<file path="src/r50_pkg.sv">
// r50_pkg: types, character codes and helper functions for the radix-50 symbol encoder.
// No dependencies. Used by r50_store, r50_pack and radix50_symbol_encoder_core.
`timescale 1ns / 1ps
`default_nettype none

package r50_pkg;

  // Number of character slots in one packed symbol
  localparam int unsigned SLOTS = 5;
  // Bits needed to hold a slot count of 0..SLOTS
  localparam int unsigned CNT_W = 3;

  typedef logic [5:0] code_t;
  typedef logic [SLOTS-1:0][5:0] codes_t;
  typedef logic [CNT_W-1:0] count_t;

  // One update of the character store
  typedef struct packed {
    logic  en;    // a word moves out of the input register
    logic  term;  // the word is the zero terminator
    code_t code;  // mapped code, CODE_NONE if skipped
  } step_t;

  // Input byte values
  localparam logic [7:0] CH_TERM  = 8'h00;
  localparam logic [7:0] CH_ZERO  = 8'h30;
  localparam logic [7:0] CH_NINE  = 8'h39;
  localparam logic [7:0] CH_UP_A  = 8'h41;
  localparam logic [7:0] CH_UP_Z  = 8'h5A;
  localparam logic [7:0] CH_LO_A  = 8'h61;
  localparam logic [7:0] CH_LO_Z  = 8'h7A;
  localparam logic [7:0] CH_DOT   = 8'h2E;
  localparam logic [7:0] CH_QMARK = 8'h3F;

  // Codes
  localparam code_t CODE_NONE     = 6'd0;
  localparam logic [7:0] CODE_DIGIT0   = 8'd1;
  localparam logic [7:0] CODE_LETTER_A = 8'd11;
  localparam code_t CODE_DOT      = 6'd37;
  localparam code_t CODE_QMARK    = 6'd38;

  // Map one byte to its base-forty code, CODE_NONE for bytes that are skipped
  function automatic code_t map_char(input logic [7:0] ch);
    logic [7:0] t;
    begin
      t = 8'd0;
      if (ch >= CH_ZERO && ch <= CH_NINE) begin
        t = ch - CH_ZERO + CODE_DIGIT0;
      end else if (ch >= CH_UP_A && ch <= CH_UP_Z) begin
        t = ch - CH_UP_A + CODE_LETTER_A;
      end else if (ch >= CH_LO_A && ch <= CH_LO_Z) begin
        t = ch - CH_LO_A + CODE_LETTER_A;
      end else if (ch == CH_DOT) begin
        t = {2'b00, CODE_DOT};
      end else if (ch == CH_QMARK) begin
        t = {2'b00, CODE_QMARK};
      end
      return t[5:0];
    end
  endfunction

  // x * 40 as (x << 5) + (x << 3)
  function automatic logic [15:0] mul40(input logic [10:0] x);
    logic [15:0] w;
    begin
      w = {5'b00000, x};
      return (w << 5) + (w << 3);
    end
  endfunction

endpackage

`default_nettype wire

</file>
<file path="src/r50_store.sv">
// r50_store: five-slot character code store with fill count.
// Depends on r50_pkg.
`timescale 1ns / 1ps
`default_nettype none

module r50_store (
  input  wire logic           clk,
  input  wire logic           rst,
  input  wire r50_pkg::step_t step,
  output r50_pkg::codes_t     codes,
  output r50_pkg::count_t     count
);
  import r50_pkg::*;

  codes_t codes_next;
  count_t count_next;

  // Next store contents: clear on terminator, append mapped code while room
  always_comb begin
    codes_next = codes;
    count_next = count;
    if (step.en) begin
      if (step.term) begin
        codes_next = '0;
        count_next = '0;
      end else if (step.code != CODE_NONE && count < count_t'(SLOTS)) begin
        codes_next[count] = step.code;
        count_next = count + count_t'(1);
      end
    end
  end

  always_ff @(posedge clk) begin
    if (rst) begin
      codes <= '0;
      count <= '0;
    end else begin
      codes <= codes_next;
      count <= count_next;
    end
  end

endmodule

`default_nettype wire

</file>
<file path="src/r50_pack.sv">
// r50_pack: packs five codes base forty into two 16-bit words with flags.
// Depends on r50_pkg.
`timescale 1ns / 1ps
`default_nettype none

module r50_pack (
  input  wire r50_pkg::codes_t codes,
  input  wire logic [4:0]      flags,
  output logic [15:0]          high_word,
  output logic [15:0]          low_word
);
  import r50_pkg::*;

  logic [15:0] c01;
  logic [15:0] c34;

  // high = (c0*40 + c1)*40 + c2, low = (c3*40 + c4) << 5 | flags
  always_comb begin
    c01 = mul40({5'b00000, codes[0]}) + {10'd0, codes[1]};
    high_word = mul40(c01[10:0]) + {10'd0, codes[2]};
    c34 = mul40({5'b00000, codes[3]}) + {10'd0, codes[4]};
    low_word = {c34[10:0], flags};
  end

endmodule

`default_nettype wire

</file>
<file path="src/radix50_symbol_encoder_core.sv">
// Radix-50 symbol encoder: one character byte per word in, one packed symbol per terminator.
// Path: a terminator word goes from the input register, once the output slot is free, into the output register.
// Throughput: one word per cycle; the input register is freed every cycle unless a
// terminator waits for the output register to be taken.
// Reset (rst, synchronous): empties input and output registers and clears the code store.
// Depends on r50_pkg, r50_store, r50_pack.
`timescale 1ns / 1ps
`default_nettype none

module radix50_symbol_encoder_core (
  input  wire logic        clk,
  input  wire logic        rst,
  input  wire logic [7:0]  char_in,
  input  wire logic [4:0]  flag_bits,
  input  wire logic        in_valid,
  output logic             in_ready,
  output logic [15:0]      high_word,
  output logic [15:0]      low_word,
  output logic             out_valid,
  input  wire logic        out_ready
);
  import r50_pkg::*;

  // Input register
  logic        in_full;
  logic [7:0]  char_q;
  logic [4:0]  flags_q;

  logic        is_term;
  logic        out_free;
  logic        adv;
  logic        load;
  step_t       step;
  codes_t      codes;
  count_t      count;
  logic [15:0] pack_high;
  logic [15:0] pack_low;

  // Handshake: a character always moves on; a terminator needs the output slot
  assign is_term  = (char_q == CH_TERM);
  assign out_free = !out_valid || out_ready;
  assign adv      = in_full && (!is_term || out_free);
  assign load     = adv && is_term;
  assign in_ready = !in_full || adv;

  always_ff @(posedge clk) begin
    if (rst) begin
      in_full <= 1'b0;
    end else if (in_ready) begin
      in_full <= in_valid;
    end
  end

  always_ff @(posedge clk) begin
    if (in_valid && in_ready) begin
      char_q  <= char_in;
      flags_q <= flag_bits;
    end
  end

  // Store update
  always_comb begin
    step.en   = adv;
    step.term = is_term;
    step.code = map_char(char_q);
  end

  r50_store u_store (
    .clk   (clk),
    .rst   (rst),
    .step  (step),
    .codes (codes),
    .count (count)
  );

  r50_pack u_pack (
    .codes     (codes),
    .flags     (flags_q),
    .high_word (pack_high),
    .low_word  (pack_low)
  );

  // Output register
  always_ff @(posedge clk) begin
    if (rst) begin
      out_valid <= 1'b0;
    end else if (load) begin
      out_valid <= 1'b1;
    end else if (out_ready) begin
      out_valid <= 1'b0;
    end
  end

  always_ff @(posedge clk) begin
    if (load) begin
      high_word <= pack_high;
      low_word  <= pack_low;
    end
  end

  // Checks
  a_count_bound: assert property (@(posedge clk) disable iff (rst)
    count <= count_t'(SLOTS))
    else $error("code store count above slot count");

  a_term_clears: assert property (@(posedge clk) disable iff (rst)
    load |=> (count == '0) && (codes == '0))
    else $error("store not cleared after terminator");

  a_term_emits: assert property (@(posedge clk) disable iff (rst)
    load |=> out_valid && (low_word[4:0] == $past(flags_q)))
    else $error("terminator did not produce a word with its flags");

  a_no_overwrite: assert property (@(posedge clk) disable iff (rst)
    load |-> out_free)
    else $error("output register loaded while holding an untaken word");

endmodule

`default_nettype wire
</file>
<file path="config.mk">
export PLATFORM = sky130hd
export DESIGN_NAME = radix50_symbol_encoder_core
export DESIGN_NICKNAME = d
export VERILOG_FILES = /design/src/r50_pkg.sv /design/src/r50_store.sv /design/src/r50_pack.sv /design/src/radix50_symbol_encoder_core.sv
export SDC_FILE = /design/constraint.sdc
export NUM_CORES = 1
export LEC_CHECK = 0
export BUFFER_PORTS_ARGS = -buffer_cell sky130_fd_sc_hd__buf_4
export CORE_UTILIZATION = 49
export DETAILED_ROUTE_END_ITERATION = 6
export PLACE_DENSITY = 0.71
export REMOVE_ABC_BUFFERS = 1
export SYNTH_ARGS = -nofsm -noshare
export SYNTH_HDL_FRONTEND = slang
export SYNTH_SLANG_ARGS = --single-unit
</file>
<file path="constraint.sdc">
create_clock -name clk -period 4.35 [get_ports clk]
set_input_delay 0.87 -clock clk [delete_from_list [all_inputs] [get_ports clk]]
set_output_delay 0.87 -clock clk [all_outputs]
set_load 0.02 [all_outputs]
</file>
==> impl_metrics.toml, run 1 <==
[global_routing]
busiest_layer = "met2"
antenna_found_initial = 0
grt_max_degree = 33
grt_util_met3 = 0.0347
grt_overflow_total = 0
globalRouteMet2Util = 0.276
grt_pass1_wl_mm = 13.3
grt_pass1_vias = 2863
grtUsageTotal = 0.176
gr-usage-met1 = 0.249

[yosys]
syn_area_mm2 = 0.00440
synth_area_leaders = "edfxtp_1 (31%), dfxtp_1 (16%), ha_1 (14%)"
post-synth-top-area-cell = "edfxtp_1"
avgSynthCellArea_um2 = 11.4
synthCells = 386
ys.flop_type = "edfxtp_1"
ys_seq_elements = 80
yosysUniqueCellTypes = 50
async_flop_share = 0
synth_edf_count = 45
yosys_warnings = 0
seq_area_frac_synth = 0.467
synth.top_cell.area_share = 0.307

[cts]
htreeDepth = 3
clk_latency_ns = 0.35
numCtsBuffers = 9
cts_root_buf = "clkbuf_8"
clockBufferDepth = 2
ctsHoldBuffers = 0
cts.clk_slew.worst_paths_ns = 0.09
cts_tree = "built"
post-cts-setup-buffer-count = 0
cts_resized = 0
clock_sinks = 80

[timing]
finalSetupTns_ns = 0
skew_ns = 0.0116
finalHoldViolCount = 0
post-route-period-util = 0.900
fmax_ghz = 0.255
tightest_slew_ns = 0.674
rsz0062_at_grt = "false"
setup_violations = 0
relSlewSlack = 0.550
slew_viol_final = 0
period_needed_ns = 3.92

[placement]
hpwl_mm = 5.67
placed_cells = 537
gp_congestion = 0.869
port_buffers = 50
dpl_cell_area_mm2 = 0.00489

[critical_path]
cp-end-kind = "flip-flop"
critPathKind = "flip-flop to flip-flop"
worst-path-max-fanout = 5
critical_path_required_ns = 4.42
startpoint_type = "flip-flop"
worstPathArrival_ns = 3.99

[floorplanning]
dieArea_mm2 = 0.00936
die_h_um = 96.7
die_w_um = 96.7
design.core.area_mm2 = 0.00872
num_rows = 34
io_pins = 51
initial_core_util = 0.504

[route]
antenna_left = 0
route.detailed.drc = 0
routed_wl_mm = 7.93
via_per_inst = 5.36
dr.pass1.iters = 5
drt_iter0_drc = 81
wl_per_cell_um = 14.3
vias = 2965

[job]
drv_cap = 0

[cells_and_area]
final_util = 0.583
final_area_mm2 = 0.00509
syn2layout_area_growth_pct = 15.7
layout-drive-gt1-share = 0.193
fin_nets = 513
n_antenna_cell = 0
instances_no_fill = 553

[hold_path]
worstHoldPathType = "flip-flop to flip-flop"

[power_and_ir_drop]
vdd_ir_drop_max_uv = 175
powerDensity_mw_per_mm2 = 291
leakage_uw = 0.00218

[status]
status = "completed"
## synth_stat cells (2+ instances only)
cell type / instances
buf_1: 2
edfxtp_1: 45
or3_1: 2
ha_1: 50
buf_4: 2
o21ba_2: 2
o211ai_1: 2
fa_1: 6
nor2_1: 23
xnor2_1: 15
o21bai_1: 5
nor3_1: 4
nand3_1: 5
xor2_1: 4
o21a_1: 2
a21o_1: 6
buf_2: 2
and3_1: 4
nor2b_1: 4
nand2b_1: 3
or4b_1: 4
a31oi_1: 2
clkbuf_1: 5
a21oi_1: 20
nor4_1: 2
o21ai_2: 2
nand2_1: 41
dfxtp_1: 35
o21ai_0: 15
nor4bb_1: 2
buf_6: 2
mux2i_1: 31
inv_1: 19
nor3b_1: 2
## cell families after synthesis
group           synth area share
fa+ha+maj                  0.170
compound gates            0.0947
buf+inv                   0.0330
simple gates               0.123
flops                      0.467
mux                       0.0757
xor+xnor                  0.0378
## power breakdown
part | total, uW | internal (uW) | switching, uW
Combinational | 111 | 47.4 | 63.2
Clock | 547 | 249 | 298
Sequential | 825 | 808 | 17.2
## per-layer routing
metal,routed length (um),vias up
met5,0,-
met4,74,0
met3,287,8
met2,3660,57
met1,3910,1402
li1,-,1498
## worst max-delay path: stages (launching register included)
cell and delay (ns):
dfxtp_1 0.35, fa_1 0.57, inv_1 0.06, fa_1 0.46
nor2b_1 0.12, o21ai_0 0.10, a21oi_1 0.21, o21a_1 0.14
nor2_1 0.05, xnor2_1 0.22, ha_1 0.28, ha_1 0.36
and3_1 0.20, a2111oi_0 0.31, o311ai_0 0.22
## flip-flops by register name, indices dropped and copies added, names as in the netlist
register       flops
u_store.codes     30
high_word         16
low_word          16
char_q             8
flags_q            5
u_store.count      3
in_full            1
out_valid          1
## cells in the final DEF, fill, tap and decap left out, drive strengths merged, types with 2 or more instances in the layout
master  instances
or4b            4
nand2b          3
nor3b           2
fa              6
nor4bb          2
and3            4
dfxtp          35
mux2i          31
nor2           24
nor4b           2
xnor2          15
buf            56
nor3            4
nor4            3
clkinv          3
xor2            4
o21ba           2
clkbuf         10
nand3           5
a31oi           2
ha             50
or3             2
a21o            6
a21oi          21
o21a            2
nor2b           4
o211ai          2
o21ai          17
o21bai          5
nand2          42
inv            21
edfxtp         45
## final timing paths
path | from | to | slack [ns] | cells after the start
worst max register to register | u_store.codes[0] | high_word[14] | 0.43 | 14
worst min-delay path | flags_q[2] | low_word[2] | 0.43 | 0
worst max-delay path | u_store.codes[0] | high_word[14] | 0.43 | 14
worst min register to register | flags_q[2] | low_word[2] | 0.43 | 0
## cell type report
type / count / area, um^2
inverter: 19 / 71.3
fill: 746 / 3630
clock inverter: 6 / 50.0
clock buffer: 10 / 149
sequential: 80 / 2050
timing repair buffer: 56 / 420
tap: 108 / 135
multi-input combinational: 274 / 2210
## stage by stage
| stage | hold slack (ns) | setup WS [ns] | power [uW] |
|---|---|---|---|
| floorplan | 0.400 | 0.722 | 915 |
| global placement | 0.401 | 0.590 | 951 |
| detailed placement | 0.407 | 0.446 | 953 |
| CTS | 0.429 | 0.428 | 1500 |
| global route | 0.446 | 0.0446 | 1540 |
| finish | 0.432 | 0.435 | 1480 |
Power figures use the tool's default switching activity.
==> run 2, diff against run 1 <==
--- a/config.mk
+++ b/config.mk
@@ -6,9 +6,10 @@
 export NUM_CORES = 1
 export LEC_CHECK = 0
 export BUFFER_PORTS_ARGS = -buffer_cell sky130_fd_sc_hd__buf_4
-export CORE_UTILIZATION = 49
+export CORE_MARGIN = 2
+export CORE_UTILIZATION = 48
 export DETAILED_ROUTE_END_ITERATION = 6
-export PLACE_DENSITY = 0.71
+export PLACE_DENSITY = 0.7
 export REMOVE_ABC_BUFFERS = 1
 export SYNTH_ARGS = -nofsm -noshare
 export SYNTH_HDL_FRONTEND = slang
==> run 2 against run 1 <==
Final cell count shrank 0.18%. Non-clock buffer count shrank 1. First-iteration DRC count grew 40%. Global-route usage shrank 0.68 points. Core utilization shrank 0.85 points. Die area grew 6.3%. Wire length shrank 1.1%. Final area shrank 0.49%. Register-to-register slack gained 0.02 ns. Combinational power is essentially flat. Largest cell class unchanged.
==> impl_metrics.toml, run 2 (synthesis gave the netlist of run 1 again) <==
[route]
via_per_inst = 5.39
dr.pass1.iters = 4
drt_iter0_drc = 113
wl_per_cell_um = 14.2
route.detailed.drc = 0
vias = 2974
antenna_left = 0
routed_wl_mm = 7.84

[power_and_ir_drop]
p_int_uw = 1080
swShare = 0.246
p_clk_frac = 0.345
vdd_ir_drop_max_uv = 133
combPwrFrac = 0.077
leakage_uw = 0.00216
p_switching_uw = 351
powerDensity_mw_per_mm2 = 282
seqPwrFrac = 0.578

[cells_and_area]
layout_common_cells = "buf_4 (55), ha_1 (50), edfxtp_1 (45)"
regMostFlops = "u_store.codes"
layout-drive-gt1-share = 0.189
fill_cells = 737
final_util = 0.575
largest_register_ffs = 30
top_regs = "u_store.codes (30), high_word (16), low_word (16)"
syn2layout_area_growth_pct = 15.1
final_common_cell = "buf_4"
fin_nets = 512
n_antenna_cell = 0

[cts]
ctsHoldBuffers = 0
cts.clk_slew.worst_paths_ns = 0.08
cts_tree = "built"
cts_root_buf = "clkbuf_8"
clockBufferDepth = 2
htreeDepth = 3
post-cts-setup-buffer-count = 0
cts_resized = 0
numCtsBuffers = 9
clk_latency_ns = 0.35
clock_sinks = 80

[critical_path]
worst-path-max-fanout = 5
cp-startpoint = "u_store.codes[0]"
r2r-start = "u_store.codes[0]"
crit_slowest_cell = "fa_1"
cp-end-kind = "flip-flop"
max_stage_delay_ns = 0.57
critical_path_required_ns = 4.43
startpoint_type = "flip-flop"
critPathKind = "flip-flop to flip-flop"
worstPathArrival_ns = 3.97
r2r_cells = 14
crit_path_cell_trace = "fa_1 -> inv_1 -> fa_1 -> nor2b_1 -> o21ai_0 -> a21oi_1 -> o21a_1 -> nor2_1 -> xnor2_1 -> ha_1 -> ha_1 -> and3_1 -> a2111oi_0 -> o311ai_0"

[hold_path]
hold_path.startpoint = "flags_q[2]"
hold_depth = 0
worstHoldPathType = "flip-flop to flip-flop"

[placement]
dp_slack_ns = 0.483
hpwl_mm = 5.59
gp_congestion = 0.841
port_buffers = 50

[global_routing]
grt_pass1_vias = 2883
grt_overflow_total = 0
grt_pass1_wl_mm = 13.3
grt_max_degree = 36
antenna_found_initial = 0
grtUsageTotal = 0.169

[floorplanning]
io_pins = 51
num_rows = 34
die_h_um = 99.7
design.core.area_mm2 = 0.00881
initial_core_util = 0.499
die_w_um = 99.7
dieArea_mm2 = 0.00994

[status]
status = "completed"

[timing]
setup_violations = 0
finalHoldViolCount = 0
setup_slack_ns = 0.456
skew_ns = 0.00969
period_needed_ns = 3.89
finalSetupTns_ns = 0
post-route-period-util = 0.895
tightest_slew_ns = 0.878
rsz0062_at_grt = "false"
fmax_ghz = 0.257
slew_viol_final = 0
relSlewSlack = 0.415
hold_ws_ns = 0.423

[job]
drv_cap = 0
run 2: layer usage:
| layer | vias up | track usage | share of wire |
|---|---|---|---|
| met5 | - | 0 | 0 |
| met4 | 0 | 0.0780 | 0.021 |
| met3 | 17 | 0.0274 | 0.037 |
| met2 | 68 | 0.262 | 0.47 |
| met1 | 1382 | 0.233 | 0.48 |
| li1 | 1507 | - | - |
run 2: power groups by stage:
stage	combinational (uW)	clock, uW	sequential [uW]
after floorplan	77.1	0	838
after global placement	109	0	842
after detailed placement	109	0	843
after global routing	124	536	827
after CTS	111	507	825
final	110	492	825
run 2: area by class of cell:
class,instances,area [um^2],share of cell area
inverter,19,71.3,0.0141
clock inverter,5,31.3,0.00618
multi-input combinational,274,2220,0.438
timing repair buffer,55,413,0.0816
clock buffer,11,141,0.0279
tap,108,135,0.0267
sequential,80,2050,0.405
run 2: worst max-delay path, delay by kind of cell (launching register included):
kind            cells  cell delay, ns
xor+xnor            1            0.24
flops               1            0.35
simple gates        3            0.36
buf+inv             1            0.07
compound gates      5            0.94
fa+ha+maj           4            1.67
run 2: through the flow:
step / instance area [um^2] / total power (uW) / cells
4_1_cts: 5060 / 1440 / 552
2_1_floorplan: 4320 / 915 / 373
3_3_place_gp: 4890 / 951 / 536
5_1_grt: 5060 / 1490 / 552
6_report: 5060 / 1430 / 552
3_5_place_dp: 4890 / 952 / 536
run 2: worst paths after layout:
kind | endpoint | slack, ns
min reg2reg | low_word[2] | 0.42
max | high_word[14] | 0.46
max reg2reg | high_word[14] | 0.46
min | low_word[2] | 0.42
